--- src/sv/eod_pkg.sv ---
package eod_pkg;

	localparam int SAMPLE_W      = 16;
	localparam int ENERGY_W      = 31;
	localparam int HISTORY_DEPTH = 8;
	localparam int POS_W         = $clog2(HISTORY_DEPTH);
	localparam int SUM_W         = ENERGY_W + POS_W;
	localparam int INTERVAL_W    = 18;
	localparam int Q15_W         = 16;
	localparam int Q15_FRAC      = 15;

	localparam logic [INTERVAL_W-1:0] SINCE_MAX     = '1;
	localparam logic [Q15_W-1:0]      Q15_ONE       = Q15_W'(32768);
	localparam logic [ENERGY_W-1:0]   THRESHOLD_RST = ENERGY_W'(3221225);
	localparam logic [INTERVAL_W-1:0] INTERVAL_RST  = INTERVAL_W'(2400);

	localparam int CFG_INDEX_W = 2;
	localparam int CFG_DATA_W  = 32;

	typedef enum logic [CFG_INDEX_W-1:0] {
		REG_THRESHOLD = 2'd0,
		REG_INTERVAL  = 2'd1
	} cfg_reg_t;

	localparam int OUT_FIELDS_W = 1 + 2 * Q15_W;
	localparam int OUT_DATA_W   = ((OUT_FIELDS_W + 7) / 8) * 8;

endpackage

--- src/sv/energy_onset_detector.sv ---
// Energy onset detector. Each sample (signed Q1.15) on the slave stream is squared, kept in
// a ring of the last eight energies held in a synchronous memory, and folded into a running
// sum whose eighth is the mean energy. An onset is flagged when the mean rises above the
// previous sample's mean by more than energy_threshold (Q2.30), and either no onset has
// been seen yet or more than min_interval samples have passed since the last one. With an
// onset come velocity = min(1, mean*10) and confidence = min(1, rise*5) in Q1.15; otherwise
// all three fields are zero. One result leaves the master stream for every accepted sample.
// The block takes one sample per clock cycle and passes it through stages 1 to 4, each
// registered, before presenting its result on the master side; the rate is set by the ring
// memory's single read and single write per cycle, and the whole pipeline holds while a
// finished result waits on the master side. After reset, unwritten ring slots count as zero
// through per-slot valid bits, without a clearing pass. Configuration writes are taken at
// any cycle but are meant to land only while no sample is in flight.
module energy_onset_detector (
	input  logic                                 clk,
	input  logic                                 arst_n,
	input  logic                                 s_tvalid,
	output logic                                 s_tready,
	input  logic [eod_pkg::SAMPLE_W-1:0]         s_tdata,   // [15:0] sample
	output logic                                 m_tvalid,
	input  logic                                 m_tready,
	output logic [eod_pkg::OUT_DATA_W-1:0]       m_tdata,   // [0] onset, [16:1] velocity,
	                                                        // [32:17] confidence, rest zero
	input  logic                                 cfg_valid,
	output logic                                 cfg_ready,
	input  logic [eod_pkg::CFG_INDEX_W-1:0]      cfg_index,
	input  logic [eod_pkg::CFG_DATA_W-1:0]       cfg_data
);
	import eod_pkg::*;

	logic [ENERGY_W-1:0]   threshold_q;
	logic [INTERVAL_W-1:0] interval_q;

	logic [ENERGY_W-1:0]      ring_mem [HISTORY_DEPTH];
	logic [HISTORY_DEPTH-1:0] ring_vld_q;
	logic [POS_W-1:0]         wr_pos_q;

	logic                  adv;
	logic                  take;
	logic [SAMPLE_W-1:0]   mag;

	logic                  vld_s1;
	logic [ENERGY_W-1:0]   energy_s1;
	logic [ENERGY_W-1:0]   old_s1;
	logic                  old_vld_s1;
	logic [POS_W-1:0]      pos_s1;

	logic [SUM_W-1:0]      sum_q;
	logic [SUM_W-1:0]      sum_new;

	logic                  vld_s2;
	logic [ENERGY_W-1:0]   mean_s2;

	logic [ENERGY_W-1:0]   prev_mean_q;
	logic [INTERVAL_W-1:0] since_q;
	logic                  seen_q;
	logic [ENERGY_W:0]     rise;
	logic [INTERVAL_W-1:0] since_inc;
	logic                  allowed;
	logic                  hit;

	logic                  vld_s3;
	logic                  onset_s3;
	logic [ENERGY_W-1:0]   mean_s3;
	logic [ENERGY_W-1:0]   rise_s3;

	logic [ENERGY_W+3:0]   vel_prod;
	logic [ENERGY_W+2:0]   conf_prod;
	logic [Q15_W-1:0]      velocity;
	logic [Q15_W-1:0]      confidence;

	logic                  out_vld_q;
	logic [OUT_DATA_W-1:0] out_data_q;

	// The whole pipeline moves together; it stalls only while a result is not taken.
	assign adv       = !out_vld_q || m_tready;
	assign s_tready  = adv;
	assign take      = adv && s_tvalid;
	assign cfg_ready = 1'b1;
	assign m_tvalid  = out_vld_q;
	assign m_tdata   = out_data_q;

	always_ff @(posedge clk or negedge arst_n) begin
		if (!arst_n) begin
			threshold_q <= THRESHOLD_RST;
			interval_q  <= INTERVAL_RST;
		end else if (cfg_valid) begin
			case (cfg_index)
				REG_THRESHOLD: threshold_q <= cfg_data[ENERGY_W-1:0];
				REG_INTERVAL:  interval_q  <= cfg_data[INTERVAL_W-1:0];
				default: ;
			endcase
		end
	end

	assign mag = s_tdata[SAMPLE_W-1] ? (SAMPLE_W'(0) - s_tdata) : s_tdata;

	// Stage 1: square the sample and read the ring slot it will replace.
	always_ff @(posedge clk) begin
		if (take) begin
			energy_s1 <= ENERGY_W'(mag) * ENERGY_W'(mag);
			old_s1    <= ring_mem[wr_pos_q];
		end
	end

	always_ff @(posedge clk or negedge arst_n) begin
		if (!arst_n) begin
			vld_s1     <= 1'b0;
			old_vld_s1 <= 1'b0;
			pos_s1     <= '0;
			wr_pos_q   <= '0;
		end else if (adv) begin
			vld_s1 <= s_tvalid;
			if (s_tvalid) begin
				old_vld_s1 <= ring_vld_q[wr_pos_q];
				pos_s1     <= wr_pos_q;
				wr_pos_q   <= (wr_pos_q == POS_W'(HISTORY_DEPTH - 1)) ? '0 : wr_pos_q + 1'b1;
			end
		end
	end

	// Stage 2: update the running sum and write the new energy back. The slot read by the
	// sample entering now is never the one written here, since the ring holds two or more.
	assign sum_new = sum_q - SUM_W'(old_vld_s1 ? old_s1 : '0) + SUM_W'(energy_s1);

	always_ff @(posedge clk) begin
		if (adv && vld_s1) begin
			ring_mem[pos_s1] <= energy_s1;
		end
	end

	always_ff @(posedge clk or negedge arst_n) begin
		if (!arst_n) begin
			ring_vld_q <= '0;
			sum_q      <= '0;
			vld_s2     <= 1'b0;
			mean_s2    <= '0;
		end else if (adv) begin
			vld_s2 <= vld_s1;
			if (vld_s1) begin
				ring_vld_q[pos_s1] <= 1'b1;
				sum_q              <= sum_new;
				mean_s2            <= ENERGY_W'(sum_new / HISTORY_DEPTH);
			end
		end
	end

	// Stage 3: onset decision and interval bookkeeping.
	assign rise      = {1'b0, mean_s2} - {1'b0, prev_mean_q};
	assign since_inc = (seen_q && since_q != SINCE_MAX) ? since_q + 1'b1 : since_q;
	assign allowed   = !seen_q || since_inc == SINCE_MAX || since_inc > interval_q;
	assign hit       = !rise[ENERGY_W] && rise[ENERGY_W-1:0] > threshold_q && allowed;

	always_ff @(posedge clk or negedge arst_n) begin
		if (!arst_n) begin
			prev_mean_q <= '0;
			since_q     <= '0;
			seen_q      <= 1'b0;
			vld_s3      <= 1'b0;
			onset_s3    <= 1'b0;
		end else if (adv) begin
			vld_s3 <= vld_s2;
			if (vld_s2) begin
				prev_mean_q <= mean_s2;
				onset_s3    <= hit;
				if (hit) begin
					since_q <= '0;
					seen_q  <= 1'b1;
				end else begin
					since_q <= since_inc;
				end
			end
		end
	end

	always_ff @(posedge clk) begin
		if (adv && vld_s2) begin
			mean_s3 <= mean_s2;
			rise_s3 <= rise[ENERGY_W-1:0];
		end
	end

	// Stage 4: scale to Q1.15 with saturation at one.
	assign vel_prod  = {1'b0, mean_s3, 3'b000} + {3'b000, mean_s3, 1'b0};
	assign conf_prod = {1'b0, rise_s3, 2'b00} + {3'b000, rise_s3};

	always_comb begin
		if ((vel_prod >> Q15_FRAC) > (ENERGY_W + 4)'(Q15_ONE)) begin
			velocity = Q15_ONE;
		end else begin
			velocity = vel_prod[Q15_FRAC +: Q15_W];
		end
		if ((conf_prod >> Q15_FRAC) > (ENERGY_W + 3)'(Q15_ONE)) begin
			confidence = Q15_ONE;
		end else begin
			confidence = conf_prod[Q15_FRAC +: Q15_W];
		end
	end

	always_ff @(posedge clk or negedge arst_n) begin
		if (!arst_n) begin
			out_vld_q <= 1'b0;
		end else if (adv) begin
			out_vld_q <= vld_s3;
		end
	end

	always_ff @(posedge clk) begin
		if (adv && vld_s3) begin
			out_data_q <= OUT_DATA_W'({onset_s3 ? confidence : '0,
			                           onset_s3 ? velocity : '0,
			                           onset_s3});
		end
	end

endmodule
--- config.mk ---
export PLATFORM = sky130hd
export DESIGN_NAME = energy_onset_detector
export DESIGN_NICKNAME = d
export VERILOG_FILES = /design/src/sv/eod_pkg.sv /design/src/sv/energy_onset_detector.sv
export SDC_FILE = /design/constraint.sdc
export NUM_CORES = 1
export LEC_CHECK = 0
export BUFFER_PORTS_ARGS = -buffer_cell sky130_fd_sc_hd__buf_2
export CAP_MARGIN = 20
export CORE_ASPECT_RATIO = 1.2
export CORE_MARGIN = 4
export CORE_UTILIZATION = 58
export DETAILED_ROUTE_END_ITERATION = 8
export GPL_TIMING_DRIVEN = 1
export PLACE_DENSITY_LB_ADDON = 0.3
export SLEW_MARGIN = 10
export SYNTH_ARGS = -nofsm -noshare
export SYNTH_HDL_FRONTEND = slang
export SYNTH_SLANG_ARGS = --single-unit
--- constraint.sdc ---
create_clock -name clk -period 7.01 [get_ports clk]
set_input_delay 0.701 -clock clk [delete_from_list [all_inputs] [get_ports clk]]
set_output_delay 0.701 -clock clk [all_outputs]
set_load 0.01 [all_outputs]
==> Flow_metrics.wiki, run 1 <==
{| class="wikitable"
! Metric !! Value
|-
| Global Route met2 Usage || 47.40%
|-
| Timing-limited maximum frequency || 0.1364 GHz
|-
| Total GRT Usage || 24.77%
|-
| Total overflow reported by the global router || 0
|-
| Hold violation count in the final report || 0
|-
| Number of buffers created by CTS || 52
|-
| Die area || 65320 um^2
|-
| Library cell with the largest summed area after synthesis || edfxtp_1
|-
| Unrepaired setup endpoints after global routing || yes
|-
| Max transition margin || 26.73%
|-
| Total number of clock tree sinks || 548
|-
| Share of synthesized area occupied by flip-flops and latches || 44.20%
|-
| Detailed-routing iteration count for the pre-antenna-repair pass || 5
|-
| Fin nets || 3914
|-
| Pin count of the biggest net entering global routing || 88
|-
| Rows || 99
|-
| # DRC || 0
|-
| Most frequently used cell type in the post-synthesis netlist || inv_1
|-
| Share of post-route cells with drive strength above 1 || 18.14%
|-
| Launching point of the worst reg2reg path || sum_q[3]
|-
| Number of hold-repair buffers added at the cts stage || 0
|-
| Via count of the first global-routing pass || 25.81k
|-
| Antenna violations before repair || 0
|-
| Hold WC Path Type || input pin to async pin
|-
| Clock tree from TritonCTS || done
|-
| Cell Area, Synth || 35540 um^2
|-
| Most Used Layer, Global Route || met2
|-
| Violated checks || negative setup slack
|-
| Total count of max-transition violations in the final report || 0
|-
| Max Fanout on Critical Path || 5
|-
| YS warnings || 0
|-
| CTS H-tree depth || 2
|-
| FF-to-FF path depth || 24
|-
| Endpoint class of the critical path || register
|-
| Placer's final routability congestion estimate || 0.8923
|-
| Setup slack of the most critical reg-to-reg path || 0.88 ns
|-
| Starting DRC count in detailed routing || 1269
|-
| Type of the worst setup path || input pin to register
|-
| Endpoint of the worst-slack reg-to-reg timing path || onset_s3
|-
| Leading cell types by count after synthesis || inv_1 (486), edfxtp_1 (395), ha_1 (268), nand2_1 (263), fa_1 (195)
|-
| Vertical die dimension || 279.2 um
|-
| Worst path setup slack after routing || -0.3227 ns
|-
| Wire length of the first global-routing pass || 130200 um
|-
| Horizontal die dimension || 234.0 um
|-
| Ys flop type || edfxtp_1
|-
| Starting density of the core || 58.56%
|-
| Clock transition at path regs || 0.06 ns
|-
| Async SR Flop Fraction || 27.92%
|-
| Top cells by area in the synthesized netlist || edfxtp_1 (33%), fa_1 (11%), dfrtp_1 (9.7%)
|-
| Post-synth EDFFs || 395
|-
| Boundary pin count || 98
|-
| Hpwl dp || 58960 um
|-
| Avg Synthesized Cell Area || 11.37 um^2
|-
| Data required time of the worst path || 7.46 ns
|-
| Core Region || 60700 um^2
|-
| Via density || 5.694
|-
| IO Port Bufs || 88
|-
| Detailed-route wire length || 79880 um
|-
| Final clock period utilization by the worst path || 104.6%
|-
| Vias after detailed routing || 24.19k
|-
| # diodes || 0
|-
| Met1 GRT Util || 27.96%
|-
| Setup violations, final || 7
|-
| Flip-flop and latch count after synthesis || 548
|-
| Outcome || finished with violations
|-
| Post-Route Skew || 0.03291 ns
|-
| Critical path launch point type || input pin
|-
| CP Data Arrival Time || 7.78 ns
|-
| Share of the synthesized area in the top cell type || 33.37%
|-
| Distinct cells, synth || 87
|-
| Area growth from synthesis to layout || 14.39%
|-
| Number of buffers between clock root and the deepest sink || 3
|-
| Routing usage on met3 || 2.010%
|-
| Max-cap viol count || 0
|-
| Wire length per cell || 18.80 um
|-
| Clock root cell || clkbuf_16
|-
| Post-synthesis cell count || 3127
|-
| Sum of negative setup slack || -0.9254 ns
|-
| Worst-margin pin slew || 1.099 ns
|-
| Final period demand of the worst path || 7.333 ns
|-
| Clk_lat worst skew || 0.60 ns
|-
| Count of nets left with antenna violations after detail routing || 0
|}
metrics by stage:
step | instances | util [%] | worst slack, ns | hold WS, ns | instance area [um^2]
after detailed placement | 4129 | 63.29 | -1.076 | 0.4394 | 38410
final | 4248 | 66.98 | -0.3227 | 0.1634 | 40660
after global routing | 4248 | 66.98 | -0.5328 | 0.2265 | 40660
after CTS | 4241 | 66.70 | -0.3616 | 0.2074 | 40480
after floorplan | 3144 | - | -0.6455 | 0.4054 | 35980
after global placement | 4129 | 63.29 | -0.9623 | 0.4294 | 38410
placed cells by master (no fill, tap or decap), types with 25 or more instances in the layout:
cell       instances
nor2b_1           25
a21oi_1          138
buf_4            188
clkbuf_16         52
nand2_1          251
dfrtp_1          136
nand4_1           30
a21o_1            76
xor2_1            64
o21ai_0          156
ha_1             259
o21a_1            27
inv_1            472
mux4_2            62
fa_1             194
buf_2             83
xnor2_1           83
mux2_2            55
nor2_1           123
nand3_1           37
nor3_1            41
edfxtp_1         395
and2_1            42
worst max path at each step:
stage                           from       endpoint  slack (ns)  depth (start not counted)
after global placement    s_tdata[9]  energy_s1[29]       -0.96                         25
final                     s_tdata[9]  energy_s1[29]       -0.32                         28
after floorplan           s_tdata[9]  energy_s1[29]       -0.65                         26
after global routing      s_tdata[9]  energy_s1[29]       -0.53                         28
after CTS                 s_tdata[9]  energy_s1[29]       -0.36                         27
after detailed placement  s_tdata[1]  energy_s1[29]       -1.08                         32
state kept, by name, summed over array words and instances, names as in the netlist:
| name | cells |
|---|---|
| ring_mem | 240 |
| sum_q | 34 |
| m_tdata | 33 |
| mean_s3 | 31 |
| prev_mean_q | 31 |
| rise_s3 | 31 |
| threshold_q | 31 |
| energy_s1 | 30 |
| old_s1 | 30 |
| interval_q | 18 |
| since_q | 18 |
| ring_vld_q | 8 |
| pos_s1 | 3 |
| wr_pos_q | 3 |
| m_tvalid | 1 |
| old_vld_s1 | 1 |
| onset_s3 | 1 |
| seen_q | 1 |
| vld_s1 | 1 |
| vld_s2 | 1 |
| vld_s3 | 1 |
layout make-up:
| cell class | count | area, um^2 |
|---|---|---|
| Tap cell | 808 | 1011 |
| Timing Repair Buffer | 287 | 2011 |
| Clock inverter | 34 | 471.7 |
| Fill cell | 4427 | 20040 |
| Multi-Input combinational cell | 2017 | 18210 |
| Clock buffer | 64 | 1376 |
| Inverter | 490 | 1864 |
| Sequential cell | 548 | 15710 |
cell families (layout without fill, tap and decap cells):
kind of cell,after synthesis,in the layout,synth area share (%)
multiplexers,121,121,5.784
AND/OR/NAND/NOR,689,689,9.322
AO/OA/AOI/OAI,568,568,10.16
flip-flops,548,548,44.20
buffers and inverters,579,875,6.228
XOR/XNOR,157,157,3.869
adder cells (fa/ha/maj),463,463,20.42
other,2,19,0.02113
critical path: stages:
cell and delay, ns:
buf_6 0.09, or4_4 0.53, buf_6 0.14, or3_4 0.36, o21ai_4 0.21, xnor2_4 0.20, nand2_2 0.08, fa_1 0.46
buf_4 0.16, fa_1 0.54, inv_2 0.04, fa_1 0.45, fa_1 0.50, fa_1 0.50, inv_1 0.05, fa_1 0.49
inv_2 0.05, ha_4 0.21, a22oi_2 0.20, nand2_2 0.12, buf_6 0.14, nor3b_4 0.24, o41ai_4 0.13, a211oi_2 0.26
o31a_1 0.22, a21oi_2 0.08, or4b_1 0.51, nand3_1 0.10
what timing repair did:
item / CTS / global route
setup endpoints to repair: 8 / 10
resized for setup: 30 / 31
pin swaps: 46 / 49
buffers inserted: 15 / 9
per-layer routing:
layer / wire, um / part of all wire, % / vias up
li1: - / - / 11360
met1: 29910 / 37 / 11990
met2: 43450 / 54 / 630
met3: 2760 / 3.5 / 214
met4: 3756 / 4.7 / 0
met5: 0 / 0 / -
Power of run 1 is left out: the tool's default activity adds up to more than one toggle a clock period on the data nets, which glitch-free logic cannot reach.
==> run 2: changes to the inputs <==
- clock period: 7.01 -> 9.01 ns (I/O delays scaled with it)
==> run 2 against run 1 <==
Against the previous run:
- the flow now finishes without violations
- register-to-register slack gained 2.1 ns
- via count shrank 3.9%
- clock-buffer cell count grew 6
- cell area shrank 4.4%
- non-clock buffer count shrank 146
- final cell count shrank 3.5%
- global-route usage shrank 1.4 points
- critical path depth grew 1
- die area is the same
- sequential cell count is the same
- first-iteration DRC count shrank 21%
- critical path type unchanged
- critical endpoint unchanged
==> Flow_metrics.wiki, run 2 (same netlist as run 1, synthesis figures left out) <==
{| class="wikitable"
! Metric !! Value
|-
| Count of buffer and inverter cells on the critical path || 6
|-
| Detailed-routing iteration count for the pre-antenna-repair pass || 7
|-
| Die area || 65320 um^2
|-
| Setup violations, final || 0
|-
| Via density || 5.671
|-
| Setup slack of the most critical reg-to-reg path || 2.98 ns
|-
| Number of fill cells in the layout || 4646
|-
| Final period demand of the worst path || 8.616 ns
|-
| Placer's final routability congestion estimate || 0.9095
|-
| Starting DRC count in detailed routing || 1006
|-
| Post-CTS setup repair buffer count || 0
|-
| CTS H-tree depth || 2
|-
| Rows || 99
|-
| Share of post-route cells with drive strength above 1 || 12.24%
|-
| Unrepaired setup endpoints after global routing || no
|-
| Antenna violations before repair || 0
|-
| CP Data Arrival Time || 9.07 ns
|-
| Clk_lat worst skew || 0.59 ns
|-
| Wire length per cell || 18.30 um
|-
| Hpwl dp || 56850 um
|-
| Routed length on met3 || 2388 um
|-
| Core occupancy in the finished layout || 64.01%
|-
| Starting density of the core || 58.56%
|-
| Commonest cells after routing, fill and taps aside || inv_1 (484), edfxtp_1 (395), ha_1 (268)
|-
| Hold violation count in the final report || 0
|-
| Max transition margin || 32.14%
|-
| Met2 Wirelength || 40570 um
|-
| Flip-flop count of the largest register, all copies and words added || 240
|-
| Total GRT Usage || 23.40%
|-
| Vias after detailed routing || 23.26k
|-
| Critical-path cell with the highest stage delay || fa_1
|-
| Most common cell after layout, fill and taps aside || inv_1
|-
| Critical path's most frequent cell || fa_1
|-
| Detailed-route wire length || 75070 um
|-
| Total number of clock tree sinks || 548
|-
| Number of buffers created by CTS || 52
|-
| Max-cap viol count || 0
|-
| Total overflow reported by the global router || 0
|-
| Critical path launch point type || input pin
|-
| Timing-limited maximum frequency || 0.1161 GHz
|-
| Area growth from synthesis to layout || 9.311%
|-
| Number of hold-repair buffers added at the cts stage || 0
|-
| Number of buffers between clock root and the deepest sink || 3
|-
| Pin count of the biggest net entering global routing || 88
|-
| Type of the worst setup path || input pin to register
|-
| Slowest Stage Delay on Critical Path || 0.54 ns
|-
| Cts repair resizes || 0
|-
| Worst-margin pin slew || 1.018 ns
|-
| Boundary pin count || 98
|-
| Horizontal die dimension || 234.0 um
|-
| Clock tree from TritonCTS || done
|-
| Count of nets left with antenna violations after detail routing || 0
|-
| Max Fanout on Critical Path || 6
|-
| Top Layer Used || met4
|-
| Via count of the first global-routing pass || 24.69k
|-
| Hold WC Path Type || input pin to async pin
|-
| Total count of max-transition violations in the final report || 0
|-
| Endpoint class of the critical path || register
|-
| # DRC || 0
|-
| Detailed-routing wirelength on met1 || 29140 um
|-
| Vertical die dimension || 279.2 um
|-
| Clock root cell || clkbuf_16
|-
| Outcome || complete, no violations
|-
| Wire length of the first global-routing pass || 123700 um
|-
| Crit-path leading delay family || adder cells
|-
| Fin nets || 3768
|-
| Post-Route Skew || 0.02429 ns
|-
| IO Port Bufs || 88
|-
| Core Region || 60700 um^2
|-
| Data required time of the worst path || 9.46 ns
|-
| # diodes || 0
|-
| Reg with most FFs || ring_mem
|-
| Clock transition at path regs || 0.06 ns
|-
| Final clock period utilization by the worst path || 95.62%
|}
-- run 2: cell count changes in the layout (fill, tap and decap cells not counted), moves of 8 or more --
cell	previous run	this run
buf_4	188	52
buf_6	15	1
bufinv_16	9	1
ha_1	259	268
ha_4	9	0
inv_1	472	484
inv_2	10	0
nand2_1	251	263
nand2_2	11	0
nor2_1	123	131
-- run 2: layout make-up --
type	instances	area, um^2	share of cell area (%)
Clock inverter	27	220.2	0.5668
Clock buffer	70	1490	3.836
Tap cell	808	1011	2.602
Multi-Input combinational cell	2017	17730	45.63
Timing Repair Buffer	141	842.1	2.167
Inverter	490	1843	4.744
Sequential cell	548	15720	40.45
-- run 2: final timing paths --
check,from,end,cells after the start
setup / recovery,s_tdata[0],energy_s1[29],29
hold reg to reg,sum_q[3],mean_s3[0],0
setup reg to reg,sum_q[3],onset_s3,24
hold / removal,arst_n,since_q[6],1
min in group clk,sum_q[3],mean_s3[0],0
max in group asynchronous,arst_n,wr_pos_q[1],2
-- run 2: layer usage --
| metal | vias to the layer above | GRT usage (%) |
|---|---|---|
| met2 | 510 | 44.36 |
| met3 | 172 | 1.980 |
| met5 | - | 0 |
| li1 | 11080 | - |
| met1 | 11500 | 27.46 |
| met4 | 0 | 8.519 |
-- run 2: through the flow --
stage | instance area [um^2] | setup TNS [ns] | hold WS [ns] | worst slack (ns) | instances
after CTS | 38850 | 0 | 0.3726 | 0.4271 | 4100
final | 38850 | 0 | 0.3589 | 0.3942 | 4101
after detailed placement | 37140 | -0.2067 | 0.4443 | -0.1808 | 4003
after global placement | 37140 | 0 | 0.4308 | 0.04342 | 4003
after global routing | 38850 | 0 | 0.4214 | 0.03857 | 4101
after floorplan | 35610 | 0 | 0.4249 | 0.3585 | 3144
Power of run 2 is left out for the same reason.
